<file path="config.mk">
export PLATFORM = sky130hd
export DESIGN_NAME = signed_decimal_field_formatter
export DESIGN_NICKNAME = d
export VERILOG_FILES = /design/src/rtl/core/sdff_pkg.sv /design/src/rtl/core/sdff_ctrl.sv /design/src/rtl/core/sdff_datapath.sv /design/src/rtl/core/signed_decimal_field_formatter.sv
export SDC_FILE = /design/constraint.sdc
export NUM_CORES = 1
export LEC_CHECK = 0
export ABC_AREA = 0
export CAP_MARGIN = 20
export CORE_MARGIN = 1
export CORE_UTILIZATION = 61
export CTS_BUF_LIST = sky130_fd_sc_hd__clkbuf_8
export CTS_CLUSTER_SIZE = 14
export DETAILED_ROUTE_END_ITERATION = 7
export DONT_BUFFER_PORTS = 1
export HOLD_SLACK_MARGIN = 0.12
export PLACE_DENSITY = 0.84
export RECOVER_POWER = 25
export SYNTH_ARGS = -nofsm -noshare
export SYNTH_HDL_FRONTEND = slang
export SYNTH_SLANG_ARGS = --single-unit
</file>
<file path="constraint.sdc">
create_clock -name clk -period 6.35 [get_ports clk]
set_input_delay 1.27 -clock clk [delete_from_list [all_inputs] [get_ports clk]]
set_output_delay 1.27 -clock clk [all_outputs]
set_load 0.05 [all_outputs]
</file>
<file path="src/rtl/core/sdff_pkg.sv">
package sdff_pkg;

  localparam int MAX_DIGITS = 20;
  localparam int DIG_W      = 5;

  localparam logic [7:0] CH_ZERO  = 8'h30;
  localparam logic [7:0] CH_MINUS = 8'h2d;
  localparam logic [7:0] CH_PLUS  = 8'h2b;
  localparam logic [7:0] CH_SPACE = 8'h20;
  localparam logic [7:0] CH_NUL   = 8'h00;

  localparam logic [1:0] ARG_INT   = 2'd0;
  localparam logic [1:0] ARG_CHAR  = 2'd1;
  localparam logic [1:0] ARG_SHORT = 2'd2;
  localparam logic [1:0] ARG_LONG  = 2'd3;

  localparam logic [1:0] SIGN_NONE  = 2'd0;
  localparam logic [1:0] SIGN_PLUS  = 2'd1;
  localparam logic [1:0] SIGN_SPACE = 2'd2;

  typedef enum logic [4:0] {
    ST_IDLE = 5'b00001,
    ST_CONV = 5'b00010,
    ST_PLAN = 5'b00100,
    ST_SPAN = 5'b01000,
    ST_EMIT = 5'b10000
  } state_t;

  typedef struct packed {
    logic [63:0] value;
    logic [1:0]  arg_size;
    logic [6:0]  width;
    logic        precision_given;
    logic [5:0]  precision;
    logic        zero_pad;
    logic        align_left;
    logic [1:0]  sign_mode;
  } req_t;

  typedef struct packed {
    logic load;
    logic shift;
    logic plan;
    logic span;
    logic emit;
  } cmd_t;

  typedef struct packed {
    logic conv_done;
    logic out_free;
    logic emit_last;
  } sts_t;

endpackage

</file>
<file path="src/rtl/core/sdff_ctrl.sv">
module sdff_ctrl
  import sdff_pkg::*;
(
  input  logic clk,
  input  logic rst,
  input  logic in_valid,
  output logic in_ready,
  input  sts_t sts,
  output cmd_t cmd
);

  state_t state;
  state_t state_next;

  always_ff @(posedge clk) begin
    if (rst) begin
      state <= ST_IDLE;
    end else begin
      state <= state_next;
    end
  end

  always_comb begin
    state_next = state;
    cmd        = '0;
    in_ready   = 1'b0;
    unique case (state)
      ST_IDLE: begin
        in_ready = 1'b1;
        if (in_valid) begin
          cmd.load   = 1'b1;
          state_next = ST_CONV;
        end
      end
      ST_CONV: begin
        if (sts.conv_done) begin
          state_next = ST_PLAN;
        end else begin
          cmd.shift = 1'b1;
        end
      end
      ST_PLAN: begin
        cmd.plan   = 1'b1;
        state_next = ST_SPAN;
      end
      ST_SPAN: begin
        cmd.span   = 1'b1;
        state_next = ST_EMIT;
      end
      ST_EMIT: begin
        if (sts.out_free) begin
          cmd.emit = 1'b1;
          if (sts.emit_last) begin
            state_next = ST_IDLE;
          end
        end
      end
      default: begin
        state_next = ST_IDLE;
      end
    endcase
  end

endmodule

</file>
<file path="src/rtl/core/sdff_datapath.sv">
module sdff_datapath
  import sdff_pkg::*;
#(
  parameter int MAX_FIELD = 64
) (
  input  logic        clk,
  input  logic        rst,
  input  req_t        req,
  input  cmd_t        cmd,
  output sts_t        sts,
  input  logic        m_tready,
  output logic        m_tvalid,
  output logic [15:0] m_tdata,
  output logic        m_tlast,
  output logic        m_tuser
);

  localparam logic [7:0] FIELD8 = 8'(MAX_FIELD);
  localparam logic [6:0] FIELD7 = 7'(MAX_FIELD);

  logic [63:0]      mag_sr;
  logic [6:0]       cnt;
  logic [3:0]       bcd [MAX_DIGITS];
  logic [DIG_W-1:0] ndig;
  logic             neg;
  logic             pgiven;
  logic [5:0]       prec;
  logic             zpad;
  logic             left;
  logic [1:0]       smode;
  logic [6:0]       width;

  logic [DIG_W-1:0] dcnt;
  logic [5:0]       pz;
  logic             has_sign;
  logic [7:0]       sign_ch;
  logic [6:0]       wsat;
  logic             zf;

  logic [6:0]       total;
  logic [7:0]       e1;
  logic [7:0]       e2;
  logic [7:0]       e3;
  logic [7:0]       e4;
  logic [6:0]       pos;

  logic             m_valid_q;
  logic [7:0]       out_char;
  logic             out_flag;
  logic             out_last;
  logic [6:0]       out_total;

  logic [63:0]      sx;
  logic [63:0]      mag;
  logic [63:0]      mag_al;
  logic [6:0]       nbits;
  logic [3:0]       adj [MAX_DIGITS];
  logic [3:0]       dn [MAX_DIGITS];
  logic             ndig_inc;
  logic [DIG_W-1:0] d_cnt;
  logic [5:0]       d_pz;
  logic [7:0]       body;
  logic [7:0]       pad;
  logic [7:0]       sum;
  logic [7:0]       s_e1;
  logic [7:0]       s_e2;
  logic [7:0]       s_e3;
  logic [7:0]       pos8;
  logic [7:0]       didx8;
  logic [7:0]       ch;

  always_comb begin
    unique case (req.arg_size)
      ARG_INT: begin
        sx    = {{32{req.value[31]}}, req.value[31:0]};
        nbits = 7'd32;
      end
      ARG_CHAR: begin
        sx    = {{56{req.value[7]}}, req.value[7:0]};
        nbits = 7'd8;
      end
      ARG_SHORT: begin
        sx    = {{48{req.value[15]}}, req.value[15:0]};
        nbits = 7'd16;
      end
      default: begin
        sx    = req.value;
        nbits = 7'd64;
      end
    endcase
    mag = sx[63] ? (64'd0 - sx) : sx;
    unique case (req.arg_size)
      ARG_INT:   mag_al = {mag[31:0], 32'd0};
      ARG_CHAR:  mag_al = {mag[7:0], 56'd0};
      ARG_SHORT: mag_al = {mag[15:0], 48'd0};
      default:   mag_al = mag;
    endcase
  end

  always_comb begin
    for (int i = 0; i < MAX_DIGITS; i++) begin
      adj[i] = (bcd[i] >= 4'd5) ? (bcd[i] + 4'd3) : bcd[i];
    end
    dn[0] = {adj[0][2:0], mag_sr[63]};
    for (int i = 1; i < MAX_DIGITS; i++) begin
      dn[i] = {adj[i][2:0], adj[i-1][3]};
    end
    ndig_inc = (ndig < DIG_W'(MAX_DIGITS)) && (dn[ndig] != 4'd0);
  end

  always_comb begin
    d_cnt = (ndig == '0 && !(pgiven && prec == 6'd0)) ? DIG_W'(1) : ndig;
    d_pz  = (pgiven && prec > 6'(d_cnt)) ? (prec - 6'(d_cnt)) : 6'd0;
  end

  always_comb begin
    body = 8'(dcnt) + 8'(pz) + 8'(has_sign);
    pad  = ({1'b0, wsat} > body) ? ({1'b0, wsat} - body) : 8'd0;
    sum  = body + pad;
    s_e1 = (!left && !zf) ? pad : 8'd0;
    s_e2 = s_e1 + 8'(has_sign);
    s_e3 = s_e2 + (zf ? pad : 8'd0) + 8'(pz);
  end

  always_comb begin
    pos8  = {1'b0, pos};
    didx8 = e4 - 8'd1 - pos8;
    priority if (pos8 < e1) begin
      ch = CH_SPACE;
    end else if (pos8 < e2) begin
      ch = sign_ch;
    end else if (pos8 < e3) begin
      ch = CH_ZERO;
    end else if (pos8 < e4) begin
      ch = CH_ZERO + {4'd0, bcd[didx8[DIG_W-1:0]]};
    end else begin
      ch = CH_SPACE;
    end
  end

  assign sts.conv_done = (cnt == 7'd0);
  assign sts.out_free  = !m_valid_q || m_tready;
  assign sts.emit_last = (total == 7'd0) || ((pos + 7'd1) == total);

  always_ff @(posedge clk) begin
    if (rst) begin
      ndig <= '0;
    end else if (cmd.load) begin
      ndig <= '0;
    end else if (cmd.shift) begin
      ndig <= ndig + DIG_W'(ndig_inc);
    end
  end

  always_ff @(posedge clk) begin
    if (cmd.load) begin
      mag_sr <= mag_al;
      cnt    <= nbits;
      neg    <= sx[63];
      pgiven <= req.precision_given;
      prec   <= req.precision;
      zpad   <= req.zero_pad;
      left   <= req.align_left;
      smode  <= req.sign_mode;
      width  <= req.width;
      for (int i = 0; i < MAX_DIGITS; i++) begin
        bcd[i] <= 4'd0;
      end
    end else if (cmd.shift) begin
      mag_sr <= {mag_sr[62:0], 1'b0};
      cnt    <= cnt - 7'd1;
      for (int i = 0; i < MAX_DIGITS; i++) begin
        bcd[i] <= dn[i];
      end
    end
  end

  always_ff @(posedge clk) begin
    if (cmd.plan) begin
      dcnt     <= d_cnt;
      pz       <= d_pz;
      has_sign <= neg || smode == SIGN_PLUS || smode == SIGN_SPACE;
      if (neg) begin
        sign_ch <= CH_MINUS;
      end else if (smode == SIGN_PLUS) begin
        sign_ch <= CH_PLUS;
      end else begin
        sign_ch <= CH_SPACE;
      end
      wsat <= (width > FIELD7) ? FIELD7 : width;
      zf   <= zpad && !pgiven && !left;
    end
  end

  always_ff @(posedge clk) begin
    if (cmd.span) begin
      total <= (sum > FIELD8) ? FIELD7 : sum[6:0];
      e1    <= s_e1;
      e2    <= s_e2;
      e3    <= s_e3;
      e4    <= s_e3 + 8'(dcnt);
      pos   <= 7'd0;
    end else if (cmd.emit) begin
      pos <= pos + 7'd1;
    end
  end

  always_ff @(posedge clk) begin
    if (rst) begin
      m_valid_q <= 1'b0;
    end else if (cmd.emit) begin
      m_valid_q <= 1'b1;
    end else if (m_tready) begin
      m_valid_q <= 1'b0;
    end
  end

  always_ff @(posedge clk) begin
    if (cmd.emit) begin
      out_char  <= (total == 7'd0) ? CH_NUL : ch;
      out_flag  <= (total != 7'd0);
      out_last  <= sts.emit_last;
      out_total <= total;
    end
  end

  assign m_tvalid = m_valid_q;
  assign m_tdata  = {1'b0, out_total, out_char};
  assign m_tlast  = out_last;
  assign m_tuser  = out_flag;

`ifndef ASSERT_OFF
  a_ndig_bound: assert property (@(posedge clk) disable iff (rst)
    ndig <= DIG_W'(MAX_DIGITS))
    else $error("digit count beyond digit store");

  a_emit_free: assert property (@(posedge clk) disable iff (rst)
    cmd.emit |-> (!m_valid_q || m_tready))
    else $error("character loaded over an untaken transfer");

  a_pos_bound: assert property (@(posedge clk) disable iff (rst)
    cmd.emit |-> (pos < FIELD7))
    else $error("character position beyond field limit");

  a_last_ends: assert property (@(posedge clk) disable iff (rst)
    (cmd.emit && sts.emit_last) |=> !cmd.emit)
    else $error("character emitted after last of field");
`endif

endmodule

</file>
<file path="src/rtl/core/signed_decimal_field_formatter.sv">
// Signed decimal field formatter.
// Input channel s_*: one transfer carries a 64-bit argument and its printf
// flags; the block answers with one output transfer per ASCII character of
// the formatted field, tlast on the final one, every transfer also carrying
// the total field length. An empty field gives a single transfer with
// tuser (char_valid) low.
// Timing: after the input transfer the magnitude is converted by a shift
// and add-3 sequence, one bit per cycle, over as many bits as the argument
// size has (8, 16, 32 or 64); a status step ends the conversion, the field
// layout is then planned and spanned, and then one character per cycle
// follows while the receiver is ready.
// s_tready is high only between items; the last character may still wait in
// the output register while the next item is taken.
// A stalled receiver (m_tready low) holds the current character and stops
// the character sequence until it is taken.
// Reset (rst, synchronous) returns the sequencer to idle and drops any
// pending output transfer.
module signed_decimal_field_formatter
  import sdff_pkg::*;
#(
  parameter int MAX_FIELD = 64
) (
  input  logic        clk,
  input  logic        rst,
  input  logic        s_tvalid,
  output logic        s_tready,
  // value[63:0], width[70:64], precision_given[71], precision[77:72],
  // zero_pad[78], align_left[79], sign_mode[81:80], zeros[87:82]
  input  logic [87:0] s_tdata,
  // arg_size[1:0]
  input  logic [1:0]  s_tuser,
  output logic        m_tvalid,
  input  logic        m_tready,
  // char_code[7:0], total_length[14:8], zero[15]
  output logic [15:0] m_tdata,
  output logic        m_tlast,
  // char_valid[0]
  output logic        m_tuser
);

  req_t req;
  cmd_t cmd;
  sts_t sts;

  assign req.value           = s_tdata[63:0];
  assign req.arg_size        = s_tuser;
  assign req.width           = s_tdata[70:64];
  assign req.precision_given = s_tdata[71];
  assign req.precision       = s_tdata[77:72];
  assign req.zero_pad        = s_tdata[78];
  assign req.align_left      = s_tdata[79];
  assign req.sign_mode       = s_tdata[81:80];

  sdff_ctrl u_ctrl (
    .clk      (clk),
    .rst      (rst),
    .in_valid (s_tvalid),
    .in_ready (s_tready),
    .sts      (sts),
    .cmd      (cmd)
  );

  sdff_datapath #(
    .MAX_FIELD (MAX_FIELD)
  ) u_datapath (
    .clk      (clk),
    .rst      (rst),
    .req      (req),
    .cmd      (cmd),
    .sts      (sts),
    .m_tready (m_tready),
    .m_tvalid (m_tvalid),
    .m_tdata  (m_tdata),
    .m_tlast  (m_tlast),
    .m_tuser  (m_tuser)
  );

endmodule
</file>
==> flow_metrics.py, run 1 <==
metrics = {
    "outcome": {
        "status": "finished, violations left",
        "failed_checks": "max-capacitance violations, max-slew violations, negative setup slack",
    },
    "clock_network": {
        "cts.path.max_buffers": 3,
        "cts_hold_buf": 0,
        "cts_inserted_buffers": 43,
        "cts.sinks": 265,
        "clk_pin_slew_ns": 0.06,
        "clock_latency_ns": 0.57,
        "htreeDepth": 2,
        "cts_root_buffer": "clkbuf_8",
        "cts_tree": "done",
    },
    "sta": {
        "skew_ns": 0.03849,
        "worst_pin_slew_ns": 2.456,
        "tns_ns": -0.1196,
        "worst_slack_ns": -0.08564,
        "fin_crit_ns": 6.436,
        "finalSetupViolCount": 2,
        "max_freq_mhz": 155.4,
        "holdWs_ns": 0.5110,
        "slew_violations": 48,
        "finalHoldViolCount": 0,
        "finalCritPeriodShare_pct": 101.3,
        "max-slew-margin-rel_pct": -63.76,
        "rsz0062_at_grt": "true",
    },
    "global_route": {
        "grt_max_degree": 96,
        "first_global_vias": 14990,
        "grt_usage_pct": 31.53,
        "grt_pass1_wl_mm": 77.84,
        "antenna_found_initial": 3,
        "overflow": 0,
    },
    "worst_setup_path": {
        "cp.required_ns": 6.66,
        "crit_path_top_delay_cell": "fa_1",
        "cp_top_family": "adder cells",
        "cpPeakStageDelay_ns": 0.51,
        "cp.depth": 30,
        "crit_buf_inv": 4,
        "reg2regPathDepth": 30,
        "cp-end-kind": "flip-flop",
        "cpMostUsedCell": "xnor2_1",
        "critical_path_class": "reg -> reg",
        "worstPathMaxFanout": 2,
        "worstPathArrival_ns": 6.74,
        "start_kind": "flip-flop",
    },
    "power_and_ir_drop": {
        "sw_frac_of_total_pct": 29.99,
        "cellInternalPower_mw": 3.348,
        "clkPwrFrac_pct": 32.1,
        "switching_power_mw": 1.434,
        "max-vdd-ir-drop_uv": 134.0,
        "cellPowerDensity_nw_per_um2": 234.6,
        "power_mw": 4.782,
        "combPwrFrac_pct": 21.1,
        "p_seq_share_pct": 46.8,
        "p_leak_nw": 7.752,
    },
    "floorplanning": {
        "die_h_um": 176.9,
        "core_area_um2": 29870,
        "start_util_pct": 62.46,
        "fp.dieArea_um2": 31290,
        "pin_count": 114,
        "rows": 63,
        "die_x_um": 176.9,
    },
    "logic_synthesis": {
        "synthAdderAreaFrac_pct": 9.038,
        "synth_compound_gate_area_share_pct": 15.62,
        "synth-xor-area-share_pct": 5.726,
        "synthMuxAreaShare_pct": 5.290,
        "synthesis.instances": 1903,
        "yosysWarnings": 0,
        "synthSimpleGateAreaFrac_pct": 17.65,
        "synth.avg_cell_area_um2": 9.806,
        "synth_top_family_by_area": "simple AND/OR/NAND/NOR gates",
        "yosysUniqueCellTypes": 96,
        "syn-cell-area_um2": 18660,
        "synth_edf_count": 247,
        "ys_ff_latch": 265,
        "synthArstFlopShare_pct": 0,
        "synth_flop_cell": "edfxtp_1",
        "synth_seq_area_share_pct": 41.68,
    },
    "route": {
        "vias": 15530,
        "finalWirelength_mm": 51.39,
        "firstDrtPassIters": 6,
        "ant_nets": 0,
        "drc": 0,
        "wire_per_inst_um": 21.82,
        "drt_iter0_drc": 1884,
        "via_per_inst": 6.593,
    },
    "hold_path": {
        "hold_path_class": "reg -> reg",
        "hold_depth": 0,
    },
    "finish": {
        "fin_cells": 2355,
        "fill_cells": 2143,
        "ff_latch_area_um2": 7777,
        "nNetsFinal": 2150,
        "multi_input_area_um2": 10250,
        "design_area_um2": 20390,
        "drive_above_1_share_pct": 11.77,
        "syn_to_final_growth_pct": 9.253,
    },
    "place": {
        "gp_congestion": 1.025,
        "portBuffers": 0,
        "place_area_um2": 19170,
        "place_inst": 2262,
        "dp_hpwl_mm": 35.98,
    },
    "run": {
        "maxCapViolations": 1,
    },
}
worst paths after layout:
| check | slack [ns] | from | to |
|---|---|---|---|
| min reg2reg | 0.51 | u_datapath.total[0] | u_datapath.out_total[0] |
| max | -0.09 | u_datapath.dcnt[0] | u_datapath.e4[7] |
| max reg2reg | -0.09 | u_datapath.dcnt[0] | u_datapath.e4[7] |
| min | 0.51 | u_datapath.total[0] | u_datapath.out_total[0] |
routing by layer:
metal | vias up | GRT usage (%) | wire length (um)
li1 | 7022 | - | -
met1 | 7408 | 39.72 | 19530
met2 | 905 | 51.99 | 24430
met3 | 190 | 5.219 | 4672
met4 | 2 | 16.88 | 2739
met5 | - | 0 | 13
power by group through the flow:
stage / Combinational [mW] / Clock (mW) / Sequential [mW]
2_1_floorplan: 0.749 / 0 / 2.23
3_3_place_gp: 0.920 / 0 / 2.26
3_5_place_dp: 0.967 / 0 / 2.27
4_1_cts: 0.973 / 1.54 / 2.23
5_1_grt: 1.09 / 1.62 / 2.25
6_report: 1.01 / 1.54 / 2.24
layout make-up:
class                   instances  share of cell area [%]
flip-flops and latches        265                   38.15
well taps                     390                   2.394
diodes                          2                 0.02455
inverters                     137                   2.522
clock buffers                  46                   3.105
repair buffers                 63                   2.344
clock inverters                33                   1.203
multi-input cells            1419                   50.26
Yosys cell counts (33+ instances only):
master	n	area, um^2
edfxtp_1	247	7417
nor2_1	214	803.3
a21oi_1	150	750.7
inv_1	135	506.7
nand2_1	125	469.2
ha_1	114	1426
o21ai_0	104	520.5
xnor2_1	87	762.0
clkbuf_1	55	206.5
nand2b_1	42	262.8
nor3b_1	42	315.3
xor2_1	35	306.5
nand3_1	33	165.2
worst register-to-register path: cells and delay by family (launching register included):
| kind | cells | cell delay [ns] |
|---|---|---|
| AOI/OAI and AO/OA | 6 | 1.06 |
| buffers and inverters | 4 | 0.27 |
| adders and majority gates | 6 | 2.01 |
| muxes | 1 | 0.23 |
| DFF | 1 | 0.39 |
| and+or+nand+nor | 8 | 1.31 |
| xor gates and xnor gates | 5 | 0.91 |
sequential cells by signal, summed over array words and instances, names as in the netlist, 6 cells and up:
name / cells
u_datapath.bcd: 80
u_datapath.mag_sr: 64
u_datapath.e1: 8
u_datapath.e2: 8
u_datapath.e3: 8
u_datapath.e4: 8
u_datapath.cnt: 7
u_datapath.out_total: 7
u_datapath.pos: 7
u_datapath.total: 7
u_datapath.width: 7
u_datapath.wsat: 7
u_datapath.out_char: 6
u_datapath.prec: 6
u_datapath.pz: 6
stage by stage:
stage / utilization, % / setup slack (ns)
after CTS: 67.28 / 0.02071
after global placement: 64.17 / -0.07635
after floorplan: - / 0.2194
after global routing: 68.23 / -0.3055
final: 68.24 / -0.08564
after detailed placement: 64.17 / -0.5182
cells by family (layout without fill, tap and decap cells):
logic type | Yosys count | count (layout)
XOR/XNOR | 122 | 122
AND/OR/NAND/NOR | 642 | 642
AO/OA/AOI/OAI | 459 | 459
multiplexers | 66 | 66
buffers and inverters | 221 | 279
adder cells (fa/ha/maj) | 127 | 127
flip-flops | 265 | 265
other | 1 | 5
cells in the final DEF (no fill, tap or decap), types with 9 or more instances in the layout:
cell type | Yosys | layout
clkbuf_8 | 2 | 46
nand3b_1 | 10 | 10
or3_1 | 10 | 10
o221ai_1 | 11 | 11
a31oi_1 | 13 | 13
nand2_1 | 125 | 122
nor2_1 | 214 | 212
a21oi_1 | 150 | 144
nand4_1 | 15 | 15
a211oi_1 | 14 | 13
nand3_1 | 33 | 33
nor4_1 | 17 | 16
xor2_1 | 35 | 34
edfxtp_1 | 247 | 247
dfxtp_1 | 18 | 18
fa_1 | 13 | 11
mux4_2 | 24 | 24
o21a_1 | 16 | 16
mux2_2 | 21 | 21
o21bai_1 | 9 | 9
nor3b_1 | 42 | 42
ha_1 | 114 | 105
nor2b_1 | 26 | 25
buf_4 | 6 | 58
xnor2_1 | 87 | 83
and3_1 | 19 | 17
nor3_1 | 31 | 29
o31ai_1 | 15 | 15
o211ai_1 | 14 | 14
o21ai_0 | 104 | 101
inv_1 | 135 | 147
a21o_1 | 20 | 20
mux2i_1 | 21 | 20
nand2b_1 | 42 | 42
timing repair:
action / in CTS / in global routing
endpoints found under the hold margin: 0 / 0
setup endpoints to repair: 8 / 8
cloned: 0 / 0
resized for setup: 11 / 40
pin swaps: 11 / 32
setup buffers: 2 / 9
(Power assumes the default switching activity.)
==> run 2: changes to the inputs <==
--- a/config.mk
+++ b/config.mk
@@ -7,8 +7,10 @@
 export LEC_CHECK = 0
 export ABC_AREA = 0
 export CAP_MARGIN = 20
+export CELL_PAD_IN_SITES_DETAIL_PLACEMENT = 0
+export CELL_PAD_IN_SITES_GLOBAL_PLACEMENT = 1
 export CORE_MARGIN = 1
-export CORE_UTILIZATION = 61
+export CORE_UTILIZATION = 48
 export CTS_BUF_LIST = sky130_fd_sc_hd__clkbuf_8
 export CTS_CLUSTER_SIZE = 14
 export DETAILED_ROUTE_END_ITERATION = 7
==> run 2 against run 1 <==
The run ends with max-capacitance violations, max-slew violations left. Global-route usage decreased by 6.3 points. Sequential power hardly changed. Clock power about the same. Critical path depth rose by 1. Fmax increased by 6.5%. Non-clock buffer count increased by 1. First-iteration DRC count fell by 27%. Combinational power about the same. Hold slack improved by 0.013 ns. Routed wire length fell by 3.0%. Critical endpoint unchanged.
==> flow_metrics.py, run 2 (synthesis gave the netlist of run 1 again) <==
metrics = {
    "floorplanning": {
        "die_h_um": 199.2,
        "pin_count": 114,
        "start_util_pct": 49.19,
        "die_x_um": 199.2,
        "core_area_um2": 37930,
        "fp.dieArea_um2": 39670,
        "rows": 71,
    },
    "finish": {
        "top_register": "u_datapath.bcd",
        "reg.largest.list": "u_datapath.bcd: 80 flops, u_datapath.mag_sr: 64 flops",
        "largest_register_ffs": 80,
        "design_area_um2": 20530,
        "drive_above_1_share_pct": 11.92,
        "fin_cells": 2483,
        "layout_common_cells": "edfxtp_1, nor2_1, inv_1",
        "layout_commonest_cell": "edfxtp_1",
        "syn_to_final_growth_pct": 10.04,
        "nNetsFinal": 2154,
    },
    "worst_setup_path": {
        "cp.required_ns": 6.68,
        "critical_path_class": "reg -> reg",
        "worstPathMaxFanout": 3,
        "start_kind": "flip-flop",
        "cp-end-kind": "flip-flop",
        "cpPeakStageDelay_ns": 0.57,
        "worstPathArrival_ns": 6.37,
        "crit_path_top_delay_cell": "fa_1",
    },
    "sta": {
        "finalSetupViolCount": 0,
        "finalHoldViolCount": 0,
        "worst_pin_slew_ns": 2.406,
        "holdWs_ns": 0.5244,
        "slew_violations": 74,
        "fin_crit_ns": 6.041,
        "finalCritPeriodShare_pct": 95.14,
        "max-slew-margin-rel_pct": -60.41,
        "max_freq_mhz": 165.5,
        "skew_ns": 0.02954,
        "worst_slack_ns": 0.3088,
    },
    "run": {
        "maxCapViolations": 2,
    },
    "outcome": {
        "status": "finished, violations left",
        "failed_checks": "max-capacitance violations, max-slew violations",
    },
    "place": {
        "dp_hpwl_mm": 36.48,
        "place_area_um2": 19340,
        "place_inst": 2385,
        "portBuffers": 0,
        "dp_slack_ns": -0.3184,
        "gp_congestion": 0.9698,
    },
    "clock_network": {
        "htreeDepth": 2,
        "clk_pin_slew_ns": 0.07,
        "cts_hold_buf": 0,
        "cts_root_buffer": "clkbuf_8",
        "clock_latency_ns": 0.57,
        "cts_tree": "done",
        "cts.sinks": 265,
        "cts_inserted_buffers": 46,
        "cts.path.max_buffers": 3,
    },
    "global_route": {
        "grt_pass1_wl_mm": 77.49,
        "antenna_found_initial": 3,
        "grt_usage_pct": 25.18,
        "grt_max_degree": 152,
        "overflow": 0,
        "first_global_vias": 14200,
    },
    "route": {
        "via_per_inst": 5.967,
        "vias": 14820,
        "ant_nets": 0,
        "drt_iter0_drc": 1373,
        "firstDrtPassIters": 6,
        "drc": 0,
        "finalWirelength_mm": 49.83,
        "wire_per_inst_um": 20.07,
    },
    "power_and_ir_drop": {
        "p_leak_nw": 7.768,
        "power_mw": 4.736,
        "max-vdd-ir-drop_uv": 146.2,
        "cellPowerDensity_nw_per_um2": 230.6,
    },
    "hold_path": {
        "hold_path_class": "reg -> reg",
    },
}
run 2: changes by cell type in the layout (fill, tap and decap cells not counted), sizes merged:
cell / delta
buf: +2
bufinv: -2
clkbuf: +1
clkinv: +12
clkinvlp: -2
diode: -1
inv: -3
run 2: final cells by class:
class,count,area (um^2)
tap,511,639.4
inverter,137,514.2
fill,3412,17400
clock inverter,38,219.0
timing repair buffer,64,496.7
antenna,1,2.502
sequential,265,7777
multi-input combinational,1419,10220
clock buffer,48,660.6
run 2: worst paths after layout:
path	start	slack [ns]	depth (start not counted)	end
setup / recovery	u_datapath.dcnt[0]	0.31	31	u_datapath.e4[7]
hold / removal	u_datapath.mag_sr[2]	0.52	2	u_datapath.mag_sr[3]
setup reg to reg	u_datapath.dcnt[0]	0.31	31	u_datapath.e4[7]
hold reg to reg	u_datapath.mag_sr[2]	0.52	2	u_datapath.mag_sr[3]
run 2: layer usage:
layer,up-vias,routed length [um],GRT usage (%)
met2,576,22490,39.27
li1,7035,-,-
met4,4,2066,10.71
met1,7093,21410,33.90
met3,109,3842,5.198
met5,-,26,0
run 2: what timing repair did:
item                       CTS  global route
buffers inserted             0             9
pin swaps                    1            22
setup endpoints to repair    5             8
resized for setup            5            41
gates cloned                 0             0
run 2: where the power goes:
| group | total (mW) | switching, mW | internal, mW |
|---|---|---|---|
| Sequential | 2.23 | 0.116 | 2.12 |
| Clock | 1.51 | 0.723 | 0.790 |
| Combinational | 0.989 | 0.596 | 0.393 |
| Total | 4.74 | 1.43 | 3.30 |
run 2: worst max-delay path, delay by kind of cell (launching register included):
family / cells / cell delay, ns
adders and majority gates: 7 / 2.01
AOI/OAI and AO/OA: 8 / 1.31
xor gates and xnor gates: 5 / 0.87
buffers and inverters: 6 / 0.62
and+or+nand+nor: 5 / 0.53
DFF: 1 / 0.43
run 2: per-stage QoR:
| step | util, % | setup TNS (ns) |
|---|---|---|
| final | 54.13 | 0 |
| after global routing | 54.13 | -0.03652 |
| after CTS | 53.34 | 0 |
| after detailed placement | 50.97 | -0.8610 |
| after global placement | 50.97 | -0.2959 |
| after floorplan | - | 0 |
